**src/rtl/cle_pkg.sv**
```systemverilog
// ----------------------------------------------------------------------------
// cle_pkg
// Shared widths, key codes, register indexes and state types of the console
// line editor.
// ----------------------------------------------------------------------------
package cle_pkg;

	localparam int BYTE_W            = 8;
	localparam int LEN_W             = 7;
	localparam int CFG_IDX_W         = 2;
	localparam int LINE_CAPACITY_DEF = 64;

	localparam logic [BYTE_W-1:0] KEY_ESC     = 8'h1B;
	localparam logic [BYTE_W-1:0] KEY_BRACKET = 8'h5B;
	localparam logic [BYTE_W-1:0] KEY_RIGHT   = 8'h43;
	localparam logic [BYTE_W-1:0] KEY_LEFT    = 8'h44;

	localparam logic [BYTE_W-1:0] ENTER_RESET = 8'd13;
	localparam logic [BYTE_W-1:0] ERASE_RESET = 8'd127;

	localparam logic [CFG_IDX_W-1:0] CFG_ENTER = 2'd0;
	localparam logic [CFG_IDX_W-1:0] CFG_ERASE = 2'd1;

	typedef enum logic [1:0] {
		ESC_NONE,
		ESC_FIRST,
		ESC_SECOND
	} esc_phase_t;

	typedef enum logic [2:0] {
		ST_IDLE,
		ST_INS_RD,
		ST_INS_WR,
		ST_INS_PUT,
		ST_ERA_RD,
		ST_ERA_WR,
		ST_EMIT_RD,
		ST_EMIT_WR
	} state_t;

endpackage

```
**src/rtl/cle_key_if.sv**
```systemverilog
// ----------------------------------------------------------------------------
// cle_key_if
// Key byte channel: one received byte per beat.
// ----------------------------------------------------------------------------
interface cle_key_if;
	import cle_pkg::*;

	logic              valid;
	logic              ready;
	logic [BYTE_W-1:0] key_byte;

	modport source (output valid, output key_byte, input ready);
	modport sink (input valid, input key_byte, output ready);

endinterface

```
**src/rtl/cle_line_if.sv**
```systemverilog
// ----------------------------------------------------------------------------
// cle_line_if
// Line output channel: one character of the emitted line per beat.
// ----------------------------------------------------------------------------
interface cle_line_if;
	import cle_pkg::*;

	logic              valid;
	logic              ready;
	logic [BYTE_W-1:0] out_char;
	logic              char_valid;
	logic              line_last;
	logic [LEN_W-1:0]  line_length;

	modport source (output valid, output out_char, output char_valid, output line_last,
		output line_length, input ready);
	modport sink (input valid, input out_char, input char_valid, input line_last,
		input line_length, output ready);

endinterface

```
**src/rtl/cle_cfg_if.sv**
```systemverilog
// ----------------------------------------------------------------------------
// cle_cfg_if
// Configuration write channel: register index and data per beat.
// ----------------------------------------------------------------------------
interface cle_cfg_if;
	import cle_pkg::*;

	logic                 valid;
	logic                 ready;
	logic [CFG_IDX_W-1:0] index;
	logic [BYTE_W-1:0]    data;

	modport source (output valid, output index, output data, input ready);
	modport sink (input valid, input index, input data, output ready);

endinterface

```
**src/rtl/console_line_editor_core.sv**
```systemverilog
// ----------------------------------------------------------------------------
// console_line_editor_core
// Line editor for raw key bytes: insert at cursor, erase, escape cursor moves
// and line emission on enter, with the line held in a RAM.
// Escape bytes, cursor moves, appends at line end and erases at line end are
// done in the idle state. Insert inside the line: a RAM read and write per moved
// element, then the key is put; erase inside the line: one RAM element per read
// and write. Enter: per beat a RAM read, then an output load that waits on ready.
// Reset at once clears count, cursor, escape phase and output valid, and sets
// default codes; the line RAM is not cleared, only written entries are ever read.
// ----------------------------------------------------------------------------
module console_line_editor_core #(
	parameter int LINE_CAPACITY = cle_pkg::LINE_CAPACITY_DEF
) (
	input  logic clk,
	input  logic arst_n,
	cle_key_if.sink    key,
	cle_line_if.source line,
	cle_cfg_if.sink    cfg
);
	import cle_pkg::*;

	localparam int AW = $clog2(LINE_CAPACITY);
	localparam logic [LEN_W-1:0] CAP = LEN_W'(LINE_CAPACITY);

	state_t            state_q, state_d;
	esc_phase_t        esc_q;
	logic              bracket_q;
	logic [LEN_W-1:0]  count_q;
	logic [LEN_W-1:0]  cursor_q;
	logic [LEN_W-1:0]  idx_q;
	logic [BYTE_W-1:0] key_q;
	logic [BYTE_W-1:0] enter_q;
	logic [BYTE_W-1:0] erase_q;

	logic              out_valid_q;
	logic [BYTE_W-1:0] out_char_q;
	logic              char_valid_q;
	logic              line_last_q;
	logic [LEN_W-1:0]  line_length_q;

	logic              acc;
	logic [BYTE_W-1:0] b;
	logic              is_enter, is_erase, is_esc, normal;
	logic              at_end, room;
	logic              emit_last, out_load;
	logic [LEN_W-1:0]  idx_m1;

	logic              ram_we;
	logic [AW-1:0]     ram_waddr;
	logic [BYTE_W-1:0] ram_wdata;
	logic [AW-1:0]     ram_raddr;
	logic [BYTE_W-1:0] ram_rdata;

	cle_ram #(
		.WIDTH (BYTE_W),
		.DEPTH (LINE_CAPACITY)
	) u_line_ram (
		.clk   (clk),
		.we    (ram_we),
		.waddr (ram_waddr),
		.wdata (ram_wdata),
		.raddr (ram_raddr),
		.rdata (ram_rdata)
	);

	assign b         = key.key_byte;
	assign acc       = key.valid && key.ready;
	assign normal    = (esc_q == ESC_NONE);
	assign is_enter  = (b == enter_q);
	assign is_erase  = !is_enter && (b == erase_q);
	assign is_esc    = !is_enter && !is_erase && (b == KEY_ESC);
	assign at_end    = (cursor_q == count_q);
	assign room      = (count_q < CAP);
	assign idx_m1    = idx_q - LEN_W'(1);
	assign emit_last = (count_q == '0) || (idx_q == count_q - LEN_W'(1));
	assign out_load  = (state_q == ST_EMIT_WR) && (!out_valid_q || line.ready);

	assign cfg.ready = 1'b1;

	assign line.valid       = out_valid_q;
	assign line.out_char    = out_char_q;
	assign line.char_valid  = char_valid_q;
	assign line.line_last   = line_last_q;
	assign line.line_length = line_length_q;

	// next state
	always_comb begin
		state_d = state_q;
		case (state_q)
			ST_IDLE: begin
				if (acc && normal) begin
					if (is_enter) begin
						state_d = ST_EMIT_RD;
					end else if (is_erase) begin
						if (cursor_q != '0 && !at_end) state_d = ST_ERA_RD;
					end else if (!is_esc && room && !at_end) begin
						state_d = ST_INS_RD;
					end
				end
			end
			ST_INS_RD:  state_d = ST_INS_WR;
			ST_INS_WR:  state_d = (idx_m1 == cursor_q) ? ST_INS_PUT : ST_INS_RD;
			ST_INS_PUT: state_d = ST_IDLE;
			ST_ERA_RD:  state_d = ST_ERA_WR;
			ST_ERA_WR:  state_d = (idx_q + LEN_W'(1) == count_q) ? ST_IDLE : ST_ERA_RD;
			ST_EMIT_RD: state_d = ST_EMIT_WR;
			ST_EMIT_WR: begin
				if (out_load) state_d = emit_last ? ST_IDLE : ST_EMIT_RD;
			end
			default:    state_d = ST_IDLE;
		endcase
	end

	// outputs
	always_comb begin
		key.ready = 1'b0;
		ram_we    = 1'b0;
		ram_waddr = idx_q[AW-1:0];
		ram_wdata = ram_rdata;
		ram_raddr = idx_q[AW-1:0];
		case (state_q)
			ST_IDLE: begin
				key.ready = 1'b1;
				ram_waddr = cursor_q[AW-1:0];
				ram_wdata = b;
				ram_we    = acc && normal && !is_enter && !is_erase && !is_esc && room
					&& at_end;
			end
			ST_INS_RD: ram_raddr = idx_m1[AW-1:0];
			ST_INS_WR: begin
				ram_we    = 1'b1;
				ram_raddr = idx_m1[AW-1:0];
			end
			ST_INS_PUT: begin
				ram_we    = 1'b1;
				ram_waddr = cursor_q[AW-1:0];
				ram_wdata = key_q;
			end
			ST_ERA_WR: begin
				ram_we    = 1'b1;
				ram_waddr = idx_m1[AW-1:0];
			end
			default: begin
			end
		endcase
	end

	always_ff @(posedge clk or negedge arst_n) begin
		if (!arst_n) begin
			state_q     <= ST_IDLE;
			esc_q       <= ESC_NONE;
			bracket_q   <= 1'b0;
			count_q     <= '0;
			cursor_q    <= '0;
			idx_q       <= '0;
			key_q       <= '0;
			enter_q     <= ENTER_RESET;
			erase_q     <= ERASE_RESET;
			out_valid_q <= 1'b0;
		end else begin
			state_q <= state_d;

			if (cfg.valid && cfg.ready) begin
				if (cfg.index == CFG_ENTER) enter_q <= cfg.data;
				if (cfg.index == CFG_ERASE) erase_q <= cfg.data;
			end

			if (out_load) begin
				out_valid_q <= 1'b1;
			end else if (line.ready) begin
				out_valid_q <= 1'b0;
			end

			case (state_q)
				ST_IDLE: begin
					if (acc) begin
						case (esc_q)
							ESC_FIRST: begin
								bracket_q <= (b == KEY_BRACKET);
								esc_q     <= ESC_SECOND;
							end
							ESC_SECOND: begin
								if (bracket_q && b == KEY_RIGHT && cursor_q < count_q) begin
									cursor_q <= cursor_q + LEN_W'(1);
								end else if (bracket_q && b == KEY_LEFT && cursor_q != '0) begin
									cursor_q <= cursor_q - LEN_W'(1);
								end
								esc_q     <= ESC_NONE;
								bracket_q <= 1'b0;
							end
							default: begin
								if (is_enter) begin
									idx_q <= '0;
								end else if (is_erase) begin
									if (cursor_q != '0 && at_end) begin
										count_q  <= count_q - LEN_W'(1);
										cursor_q <= cursor_q - LEN_W'(1);
									end else if (cursor_q != '0) begin
										idx_q <= cursor_q;
									end
								end else if (is_esc) begin
									esc_q <= ESC_FIRST;
								end else if (room) begin
									if (at_end) begin
										count_q  <= count_q + LEN_W'(1);
										cursor_q <= cursor_q + LEN_W'(1);
									end else begin
										idx_q <= count_q;
										key_q <= b;
									end
								end
							end
						endcase
					end
				end
				ST_INS_WR: idx_q <= idx_m1;
				ST_INS_PUT: begin
					count_q  <= count_q + LEN_W'(1);
					cursor_q <= cursor_q + LEN_W'(1);
				end
				ST_ERA_WR: begin
					idx_q <= idx_q + LEN_W'(1);
					if (idx_q + LEN_W'(1) == count_q) begin
						count_q  <= count_q - LEN_W'(1);
						cursor_q <= cursor_q - LEN_W'(1);
					end
				end
				ST_EMIT_WR: begin
					if (out_load) begin
						if (emit_last) begin
							count_q  <= '0;
							cursor_q <= '0;
						end else begin
							idx_q <= idx_q + LEN_W'(1);
						end
					end
				end
				default: begin
				end
			endcase
		end
	end

	// output beat payload
	always_ff @(posedge clk) begin
		if (out_load) begin
			out_char_q    <= (count_q == '0) ? '0 : ram_rdata;
			char_valid_q  <= (count_q != '0);
			line_last_q   <= emit_last;
			line_length_q <= count_q;
		end
	end

endmodule

```
**src/rtl/cle_ram.sv**
```systemverilog
// ----------------------------------------------------------------------------
// cle_ram
// Generic single-write, single-read RAM with registered read data.
// ----------------------------------------------------------------------------
module cle_ram #(
	parameter int WIDTH = 8,
	parameter int DEPTH = 64
) (
	input  logic                     clk,
	input  logic                     we,
	input  logic [$clog2(DEPTH)-1:0] waddr,
	input  logic [WIDTH-1:0]         wdata,
	input  logic [$clog2(DEPTH)-1:0] raddr,
	output logic [WIDTH-1:0]         rdata
);

	logic [WIDTH-1:0] mem_q [DEPTH];

	always_ff @(posedge clk) begin
		if (we) begin
			mem_q[waddr] <= wdata;
		end
		rdata <= mem_q[raddr];
	end

endmodule

```
**src/flat_wrapper.sv**
```systemverilog
// flat-port wrapper written by rule: the top's interface ports become plain ports
module console_line_editor_core_flat import cle_pkg::*;
#(
	parameter int LINE_CAPACITY = cle_pkg::LINE_CAPACITY_DEF
)
  (clk, arst_n, key_valid, key_key_byte, key_ready, line_valid, line_out_char, line_char_valid, line_line_last, line_line_length, line_ready, cfg_valid, cfg_index, cfg_data, cfg_ready);
  cle_key_if key_i ();
  cle_line_if line_i ();
  cle_cfg_if cfg_i ();
  input  logic clk;
  input  logic arst_n;
  input wire logic [$bits(key_i.valid)-1:0] key_valid;
  input wire logic [$bits(key_i.key_byte)-1:0] key_key_byte;
  output wire logic [$bits(key_i.ready)-1:0] key_ready;
  output wire logic [$bits(line_i.valid)-1:0] line_valid;
  output wire logic [$bits(line_i.out_char)-1:0] line_out_char;
  output wire logic [$bits(line_i.char_valid)-1:0] line_char_valid;
  output wire logic [$bits(line_i.line_last)-1:0] line_line_last;
  output wire logic [$bits(line_i.line_length)-1:0] line_line_length;
  input wire logic [$bits(line_i.ready)-1:0] line_ready;
  input wire logic [$bits(cfg_i.valid)-1:0] cfg_valid;
  input wire logic [$bits(cfg_i.index)-1:0] cfg_index;
  input wire logic [$bits(cfg_i.data)-1:0] cfg_data;
  output wire logic [$bits(cfg_i.ready)-1:0] cfg_ready;
  assign key_i.valid = key_valid;
  assign key_i.key_byte = key_key_byte;
  assign key_ready = key_i.ready;
  assign line_valid = line_i.valid;
  assign line_out_char = line_i.out_char;
  assign line_char_valid = line_i.char_valid;
  assign line_line_last = line_i.line_last;
  assign line_line_length = line_i.line_length;
  assign line_i.ready = line_ready;
  assign cfg_i.valid = cfg_valid;
  assign cfg_i.index = cfg_index;
  assign cfg_i.data = cfg_data;
  assign cfg_ready = cfg_i.ready;
  console_line_editor_core #(.LINE_CAPACITY(LINE_CAPACITY)) u_core (.clk(clk), .arst_n(arst_n), .key(key_i), .line(line_i), .cfg(cfg_i));
endmodule
```
**config.mk**
```make
export PLATFORM = sky130hd
export DESIGN_NAME = console_line_editor_core_flat
export DESIGN_NICKNAME = d
export VERILOG_FILES = /design/src/rtl/cle_pkg.sv /design/src/rtl/cle_key_if.sv /design/src/rtl/cle_line_if.sv /design/src/rtl/cle_cfg_if.sv /design/src/rtl/console_line_editor_core.sv /design/src/rtl/cle_ram.sv /design/src/flat_wrapper.sv
export SDC_FILE = /design/constraint.sdc
export NUM_CORES = 1
export LEC_CHECK = 0
export BUFFER_PORTS_ARGS = -buffer_cell sky130_fd_sc_hd__buf_2
export CAP_MARGIN = 5
export CORE_MARGIN = 2
export CORE_UTILIZATION = 59
export DETAILED_ROUTE_END_ITERATION = 10
export PLACE_DENSITY = 0.75
export SLEW_MARGIN = 10
export SYNTH_ARGS = -nofsm -noshare
export SYNTH_HDL_FRONTEND = slang
export SYNTH_SLANG_ARGS = --single-unit
```
**constraint.sdc**
```tcl
create_clock -name clk -period 5.3 [get_ports clk]
set_input_delay 1.06 -clock clk [delete_from_list [all_inputs] [get_ports clk]]
set_output_delay 1.06 -clock clk [all_outputs]
set_load 0.1 [all_outputs]
```
# == Word-level counts from Yosys, hierarchy flattened ==
# Memory sizes are Yosys's and may differ from the RTL's. A register that Yosys moved wholly into a read port is not among the register bits.
# Index checks and enable logic that the tools add are counted.
# op_classes
addsub,6
n_div,0
n_mux,60
eq_ne,48
multipliers,0
n_shift,0
magnitude_cmp,2
bitwise,5
reduce_logical,50
# op_table
cell,count
$mux 7,32
$pmux 7 s4,3
$eq 7x7->1,4
$eq 8x7->1 const B,3
$mux 3,8
$pmux 3 s8,1
$add 7x1->7 const B,3
$sub 7x1->7 const B,3
$logic_and 1x1->1,19
$eq 8x8->1,2
$ne 4x1->1 const B,4
$ne 4x3->1 const B,4
$pmux 8 s2,1
$pmux 7 s2,1
$reduce_bool 7->1,2
$eq 3x3->1 const B,4
$ne 3x3->1 const B,4
$ne 4x2->1 const B,3
$pmux 6 s2,1
$reduce_and 12->1,1
$reduce_and 11->1,1
$ne 2x1->1 const B,5
$reduce_and 10->1,1
$eq 8x5->1 const B,1
31 further kinds,60
# totals
wordCells,186
ff_bits,69
ramBits,512
mem_count,1
mem_bits_ro,0
latch_bits,0
output_inout_bits,20
input_bits,23
# memory_table
name,words,word_bits,rd,rd_ports_with_merged_regs,wr,line_no,rtl
u_core.u_line_ram.mem_q,64,8,1,1,1,cle_ram.sv:17,logic [WIDTH-1:0] mem_q [DEPTH];

# == Longest topological paths before layout ==
# Gate-level depths: netlist of run 1.
# logic_depth
word_depth,14
mapped_depth,15
depth_no_buf,10

# == By module ==
# Synthesis of run 1 repeated with hierarchy kept, for this count alone.
# hier_totals
hier_cells,1557
hier_area_um2,25420.6
# modules_own_cells
mod,area_per_inst_um2,seq_area_each_um2,cells_each,n_inst
cle_ram,20190.6,15534.9,972,1
console_line_editor_core,5230.0,1824.2,585,1

# == Worst setup path after synthesis of run 1 ==
# Ideal clock, no wire load.
# synth_timing
path_kind,in2reg
start,input port key_key_byte[6]
end,memory u_core.u_line_ram.mem_q[0][6] (data pin)
n_path_buf,1
setup_time_ns,0.702
t_arrival_ns,3.932
path_stages,3
setup_slack_ns,0.667
required_ns,4.598
cell_sequence,clkbuf_1 -> a22oi_1 -> o21ai_0
# synth_between
elab_chain_len,1
# synth_lines
item,line_no,rtl
start: declaration,flat_wrapper.sv:13,input wire logic [$bits(key_i.key_byte)-1:0] key_key_byte;
$pmux 8 s2,console_line_editor_core.sv:122,case (state_q)
named net u_core.ram_wdata[6],console_line_editor_core.sv:51,logic [BYTE_W-1:0] ram_wdata;
end: declaration,cle_ram.sv:17,
# The timed path passes the listed nets, and every way through them passes these cells.

# == Worst setup path after layout of run 1 ==
# layout_timing
start,register u_core.state_q[1]
end,"register u_core.u_line_ram.rdata[4], read port of u_core.u_line_ram.mem_q"
# layout_between
elab_chain_len,3
elab_cells_between_ends,4
cone_classes,2 x eq/ne; 1 x mux; 1 x reduce/logical
# layout_lines
item,line_no,rtl
start: declaration,console_line_editor_core.sv:26,"state_t state_q, state_d;"
start signal: assignment,console_line_editor_core.sv:162,state_q <= state_d;
$eq 3x1->1 or $eq 3x2->1 (tied branches),console_line_editor_core.sv:122,
$reduce_or 2->1 (no source line) (*),-,
$mux 6 (*),console_line_editor_core.sv:122,
end: declaration,cle_ram.sv:14,output logic [WIDTH-1:0] rdata
# Mark *: on every way between the ends. The rest lies on a longest branch, timed or not.
# A chain may end at the register's enable or synchronous reset.

==> impl_metrics.ini, run 1 <==
[setup_path]
cp_top_family = XOR/XNOR gates
arrival_ns = 5.56
cpPeakStageDelay_ns = 0.94
worst-path-max-fanout = 22
worstSetupEndpointType = flip-flop
critPathRequiredTime_ns = 5.85
crit_buf_inv = 0
slowest_stage = xnor2_2
start_kind = flip-flop
crit_type = flip-flop to flip-flop
crit_chain = xor2_1 > nand3_1 > xnor2_2 > nand2_1 > o22ai_1 > nor2_1 > a32oi_1 > and3_1

[finish]
drive_above_1_share_pct = 11.57
nFillCells = 3118
post-route-util_pct = 66.28
stdcell_area_um2 = 29440
n_antenna_cell = 0
area_growth_pct = 10.36
layout.nets = 2202

[timing]
hold_ws_ns = 0.5028
clock.fmax_mhz = 199.6
rsz0062_at_grt = no
setup-violations-final = 0
slew_viol_final = 0
tightest_slew_ns = 1.186
post-route-period-util_pct = 94.52
setup_tns_ns = 0
hold_viol = 0
max_slew_margin_pct = 20.57
fin_crit_ns = 5.010
fin_skew_ns = 0.03313

[global_route]
overflow = 0
grt_start_max_net_pins = 82
gr-usage-all-layers_pct = 28.98
grt_pass1_wl_um = 103600
antenna_found_initial = 0
grt_pass1_vias = 17740

[clock_network]
postCtsSetupBuffers = 0
cts.sinks = 589
cts_hold_buf = 0
cts_tree = done
h-tree-depth = 2
clk_path_buf_depth = 3
cts_root_buffer = clkbuf_16
clk_latency_ns = 0.64
cts_buffers = 58
cts_resized = 0
path_clk_slew_ns = 0.07

[die]
die_x_um = 216.6
ios = 43
die_y_um = 216.6
core_area_um2 = 44410
initial_core_util_pct = 60.06
rows = 77
die_area_um2 = 46930

[synth]
synth_area_leader_cell = edfxtp_1
async_flop_share_pct = 8.829
ys_ff_latch = 589
synthTopCellsByArea = edfxtp_1 (60%), nand2_1 (6.3%), mux2i_1 (5.3%), dfrtp_1 (3.9%), nand3_1 (3.4%)
seq_area_frac_synth_pct = 65.08
synth_flop_cell = edfxtp_1
syn-cell-area_um2 = 26670
netlist.area_leader.share_pct = 59.56
syn_area_per_cell_um2 = 12.34
syn_inst = 2162
yosysWarningCount = 0
synth.most_common_cell = edfxtp_1
synth_nets = 2202
ys_types = 78
synth_edf_count = 529
yosys-top-cells-count = edfxtp_1 (529), nand2_1 (447), nand3_1 (181), mux2i_1 (141), nor2_1 (139)

[detailed_routing]
drc_errors = 0
wl_um = 67510
detail_route.vias_per_cell = 6.505
drt_iter0_drc = 2695
first_pass_iters = 6
ant_nets = 0
wl_per_cell_um = 24.08
vias = 18240

[outcome]
status = finished, final reports clean

[flow_run]
maxCapViolations = 0

[placement]
place_congestion = 0.9886
portBuffers = 41
dpl.hpwl_um = 41430
placed_cell_area_um2 = 27490

[min_path]
hold_class = flip-flop to flip-flop
area by class of cell:
cell class,instances,area [µm²],area share (%)
Inverter,22,82.58,0.2805
Clock inverter,41,435.4,1.479
Tap cell,592,740.7,2.516
Sequential cell,589,17360,58.99
Clock buffer,69,1503,5.105
Timing Repair Buffer,67,425.4,1.445
Multi-Input combinational cell,1424,8886,30.19
state kept, by name, summed over array words and instances (netlist names):
name	cells
u_core.line.valid	1
u_core.line.char_valid	1
u_core.line.line_length	7
u_core.u_line_ram.mem_q	512
u_core.line.out_char	8
u_core.key_q	8
u_core.bracket_q	1
u_core.esc_q	2
u_core.u_line_ram.rdata	8
u_core.state_q	3
u_core.erase_q	8
u_core.enter_q	8
u_core.idx_q	7
u_core.cursor_q	7
u_core.count_q	7
u_core.line.line_last	1
path summary, 6_finish.rpt:
| check | startpoint | endpoint | slack [ns] | cells after the start |
|---|---|---|---|---|
| max | u_core.state_q[1] | u_core.u_line_ram.rdata[4] | 0.29 | 8 |
| min | u_core.key_q[6] | u_core.key_q[6] | 0.50 | 2 |
| max reg2reg | u_core.state_q[1] | u_core.u_line_ram.rdata[4] | 0.29 | 8 |
| min reg2reg | u_core.key_q[6] | u_core.key_q[6] | 0.50 | 2 |
| max in group asynchronous | arst_n | u_core.idx_q[1] | 4.18 | 2 |
| min in group asynchronous | arst_n | u_core.state_q[2] | 0.58 | 2 |
tightest hold or removal path, cell delays in order, from the launching register on:
cell	delay [ns]
dfrtp_1	0.35
nand2_1	0.05
o21ai_0	0.07
stage by stage:
stage	std cells	setup WS, ns
finish	2804	0.2905
CTS	2804	0.5831
floorplan	2162	0.6665
global route	2804	0.2027
detailed placement	2694	0.6135
global placement	2694	0.6815
routing by layer:
layer	vias up	global-route usage, %	routed length [µm]
li1	8045	-	-
met1	8916	40.68	27400
met2	1088	46.05	31160
met3	191	3.986	6032
met4	0	12.21	2914
met5	-	0	0
layout by cell type, fill, tap and decap left out, types with 7 or more instances in the layout:
master        n
nor3_1       22
clkbuf_16    58
nand3_1     181
nor4_1        7
mux2_2       24
clkinv_1      9
inv_1        21
o22ai_1      16
nor2b_1      18
dfstp_2      10
or3_1         7
mux2i_1     141
a32oi_1      18
bufinv_16     7
and3_1       15
a21oi_1      47
o21ai_0      39
ha_1         16
buf_2        41
xor2_1       17
xnor2_1      24
dfxtp_1       8
nand4_1      49
clkbuf_1     10
dfrtp_1      41
a31oi_1      34
a22oi_1      20
buf_4        24
edfxtp_1    529
o21ai_4       8
nor2_1      138
nand2_1     446
mux4_2       32
clkinv_2     12
clkinvlp_4    9
o211ai_1      7
logic make-up after synthesis:
logic type | count (synthesis) | synth area share [%]
XOR/XNOR | 42 | 1.379
buffers and inverters | 149 | 2.144
AND/OR/NAND/NOR | 917 | 15.24
flip-flops | 589 | 65.08
other | 1 | 0.01406
multiplexers | 197 | 9.006
AO/OA/AOI/OAI | 250 | 6.342
adder cells (fa/ha/maj) | 17 | 0.7974
Power of run 1 is not shown: default switching activity piles up to over one toggle a cycle in this logic, so the estimate is an artifact.
==> run 2: changes to the inputs <==
CORE_UTILIZATION = 57   (was 59)
PLACE_DENSITY = 0.76   (was 0.75)
REMOVE_ABC_BUFFERS = 1   (was not set)
clock period = 4.5 ns   (was 5.3 ns; I/O delays follow)
==> run 2 against run 1 <==
  * Critical path type unchanged
  * Worst hold slack got worse by 0.074 ns
  * Setup slack better by 0.20 ns
  * Count of clock-buffer cells in the layout decreased by 5
  * Core utilization decreased by 2.0 points
  * Highest routed layer unchanged
  * Via count is 0.89% higher
==> impl_metrics.ini, run 2 (synthesized netlist as in run 1, its figures left out) <==
[clock_network]
clk_latency_ns = 0.64
cts_resized = 0
cts.sinks = 589
path_clk_slew_ns = 0.06
cts_hold_buf = 0
clk_path_buf_depth = 3
postCtsSetupBuffers = 0
h-tree-depth = 2
cts_buffers = 57
cts_root_buffer = clkbuf_16
cts_tree = done

[detailed_routing]
first_pass_iters = 9
vias = 18400
wl_um = 67770
drc_errors = 0
drt_iter0_drc = 2287
ant_nets = 0
wl_per_cell_um = 23.82
detail_route.vias_per_cell = 6.469

[setup_path]
crit_buf_inv = 1
critPathRequiredTime_ns = 4.74
r2r_setup_slack_ns = 0.49
cpPeakStageDelay_ns = 0.76
crit_type = flip-flop to flip-flop
cp_top_family = simple AND/OR/NAND/NOR gates
arrival_ns = 4.24
start_kind = flip-flop
worst-path-max-fanout = 10
crit_chain = inv_1 > ha_1 > nand3_1 > or2_2 > nor3_1 > nand4_1 > a22oi_1 > nor2b_1 > nand2_1 > nor2_1
slowest_stage = nor2_1
worstSetupEndpointType = flip-flop

[die]
ios = 43
die_y_um = 220.3
die_x_um = 220.3
core_area_um2 = 46360
rows = 79
initial_core_util_pct = 57.54
die_area_um2 = 48540

[outcome]
status = finished, final reports clean

[finish]
stdcell_count = 2845
largest_register_ffs = 512
area_growth_pct = 11.64
top_register = u_core.u_line_ram.mem_q
layout.nets = 2229
mostFrequentLayoutCell = edfxtp_1
drive_above_1_share_pct = 12.65
mostFrequentLayoutCells = edfxtp_1 (529), nand2_1 (446), nand3_1 (181)
n_antenna_cell = 0
nFillCells = 3298

[global_route]
overflow = 0
grt_pass1_wl_um = 103800
antenna_found_initial = 0
grt_start_max_net_pins = 135
gr-usage-all-layers_pct = 28.21
grt_pass1_vias = 17770

[timing]
setup-violations-final = 0
tightest_slew_ns = 1.176
fin_skew_ns = 0.04079
setup_tns_ns = 0
clock.fmax_mhz = 249.4
slew_viol_final = 0
max_slew_margin_pct = 21.46
post-route-period-util_pct = 89.09
fin_crit_ns = 4.009
hold_viol = 0
rsz0062_at_grt = no

[min_path]
hold_class = primary input to asynchronous set/reset pin

[placement]
dpl.hpwl_um = 42580
dp_cells = 2737
place_congestion = 0.9458
portBuffers = 41

[flow_run]
maxCapViolations = 0
==> run 2: cell types whose count changed in the layout (fill, tap and decap cells not counted), sizes merged <==
cell | previous run | this run
buf | 67 | 95
bufinv | 7 | 10
clkbuf | 69 | 64
inv | 23 | 26
clkinvlp | 9 | 2
clkinv | 24 | 28
==> run 2: final cells by class <==
cell class / count / area [µm²] / share of cell area (%)
flip-flops and latches: 589 / 17360 / 58.31
clock inverters: 44 / 528.0 / 1.773
multi-input cells: 1424 / 8884 / 29.83
inverters: 22 / 82.58 / 0.2773
repair buffers: 95 / 698.2 / 2.345
clock buffers: 64 / 1463 / 4.912
well taps: 607 / 759.5 / 2.551
==> run 2: final timing paths <==
kind | startpoint | end | depth (start not counted)
worst min register to register | u_core.bracket_q | u_core.bracket_q | 2
worst min-delay path | arst_n | u_core.cursor_q[2] | 2
max in group asynchronous | arst_n | u_core.idx_q[1] | 2
min in group clk | u_core.bracket_q | u_core.bracket_q | 2
worst max register to register | u_core.count_q[4] | u_core.u_line_ram.mem_q[12][3] | 10
worst max-delay path | u_core.count_q[4] | u_core.u_line_ram.mem_q[12][3] | 10
==> run 2: through the flow <==
step	worst slack [ns]	cell area, µm²	util (%)	hold WS (ns)
detailed placement	0.4153	27790	59.94	0.4761
finish	0.4910	29780	64.23	0.4286
CTS	0.5674	29780	64.23	0.4301
floorplan	-4.372	26180	-	0.4429
global route	0.3245	29780	64.23	0.4636
global placement	0.6101	27790	59.94	0.4662
==> run 2: metal layers <==
layer	share of wire, %	global-route usage [%]	up-vias
li1	-	-	8101
met1	40	38.81	9093
met2	47	45.14	1041
met3	8.8	4.646	168
met4	3.8	11.45	0
met5	0	0	-
Power of run 2 is left out for the same reason.
==> run 3: changes to the inputs <==
CORE_ASPECT_RATIO = 1.1   (was not set)
==> run 3 against run 2 <==
  * Cell count up 0.11%
  * Sequential share of layout area hardly changed
  * Register-to-register slack improved by 0.07 ns
  * Sequential cell count stayed put
==> impl_metrics.ini, run 3 (synthesized netlist as in run 1, its figures left out) <==
[outcome]
status = finished, final reports clean

[clock_network]
cts_root_buffer = clkbuf_16
cts.sinks = 589
h-tree-depth = 2
cts_resized = 0
path_clk_slew_ns = 0.07
cts_hold_buf = 0
clk_path_buf_depth = 3
clk_latency_ns = 0.62
cts_buffers = 56
cts_tree = done
postCtsSetupBuffers = 0

[placement]
portBuffers = 41
place_congestion = 0.9723
dp_cells = 2742
dp_slack_ns = 0.4870
dpl.hpwl_um = 43680

[global_route]
grt_pass1_vias = 17840
antenna_found_initial = 1
gr-usage-all-layers_pct = 28.55
overflow = 0
grt_start_max_net_pins = 65
grt_pass1_wl_um = 105500

[setup_path]
rr_endpoint = u_core.u_line_ram.mem_q[20][4]
crit_type = flip-flop to flip-flop
crit_buf_inv = 2
worst-path-max-fanout = 8
r2r_setup_slack_ns = 0.56
crit_path_frequent_cell = nand4_1
arrival_ns = 4.19
cp_top_family = simple AND/OR/NAND/NOR gates
rr_startpoint = u_core.count_q[1]
worstSetupEndpointType = flip-flop
critPathRequiredTime_ns = 4.75
cpPeakStageDelay_ns = 0.51
r2r_cells = 11
crit_chain = inv_1 > ha_1 > nand4_1 > or2_2 > nor3_1 > nand4_1 > a22oi_1 > nor2b_1 > nand2_1 > buf_4 > nor2_1
start_kind = flip-flop
slowest_stage = nor2_1

[timing]
tightest_slew_ns = 1.160
hold_viol = 0
setup_tns_ns = 0
post-route-period-util_pct = 87.45
clock.fmax_mhz = 254.1
slew_viol_final = 0
fin_skew_ns = 0.01993
finalWorstSetupSlack_ns = 0.5646
setup-violations-final = 0
fin_crit_ns = 3.935
max_slew_margin_pct = 22.51
rsz0062_at_grt = no

[detailed_routing]
vias = 18420
detail_route.vias_per_cell = 6.466
wl_um = 68710
first_pass_iters = 6
drc_errors = 0
wl_per_cell_um = 24.13
ant_nets = 0
drt_iter0_drc = 2342

[die]
ios = 43
initial_core_util_pct = 57.46
core_area_um2 = 46420
die_area_um2 = 48540
rows = 83
die_x_um = 210.3
die_y_um = 230.9

[finish]
area_growth_pct = 11.71
mostFrequentLayoutCells = edfxtp_1 (529), nand2_1 (446), nand3_1 (181)
layout.nets = 2245
stdcell_count = 2848
top_register = u_core.u_line_ram.mem_q
drive_above_1_share_pct = 13.10
largest_register_ffs = 512
mostFrequentLayoutCell = edfxtp_1

[flow_run]
maxCapViolations = 0

[min_path]
hold_class = primary input to asynchronous set/reset pin
[run 3: per-stage QoR]
stage | hold slack (ns) | util [%] | cell area, µm²
finish | 0.1278 | 64.19 | 29800
global route | 0.1229 | 64.19 | 29800
CTS | 0.1035 | 64.18 | 29790
detailed placement | 0.4900 | 60.12 | 27910
global placement | 0.4704 | 60.12 | 27910
floorplan | 0.4429 | - | 26180
[run 3: how the worst max path moves through the flow]
stage / from / end / slack, ns / depth (start not counted)
floorplan: u_core.idx_q[1] / u_core.u_line_ram.rdata[0] / -4.37 / 9
global placement: key_key_byte[7] / u_core.count_q[4] / 0.67 / 9
detailed placement: key_key_byte[2] / u_core.count_q[4] / 0.49 / 9
CTS: u_core.count_q[1] / u_core.u_line_ram.mem_q[20][4] / 0.57 / 11
global route: u_core.count_q[1] / u_core.u_line_ram.mem_q[20][0] / 0.32 / 11
finish: u_core.count_q[1] / u_core.u_line_ram.mem_q[20][4] / 0.56 / 11
[run 3: layer usage]
metal / track usage (%) / wire, µm / vias up
met4: 12.59 / 3265 / 0
met3: 4.666 / 6215 / 204
li1: - / - / 8124
met5: 0 / 0 / -
met1: 38.06 / 26010 / 8989
met2: 46.65 / 33220 / 1099
[run 3: area by class of cell]
cell class,instances,area (µm²)
antenna,1,2.502
clock buffer,62,1424
clock inverter,43,462.9
fill,3294,16620
inverter,22,82.58
multi-input combinational,1424,8880
sequential,589,17360
tap,595,744.5
timing repair buffer,112,838.3
Power of run 3 is left out for the same reason.
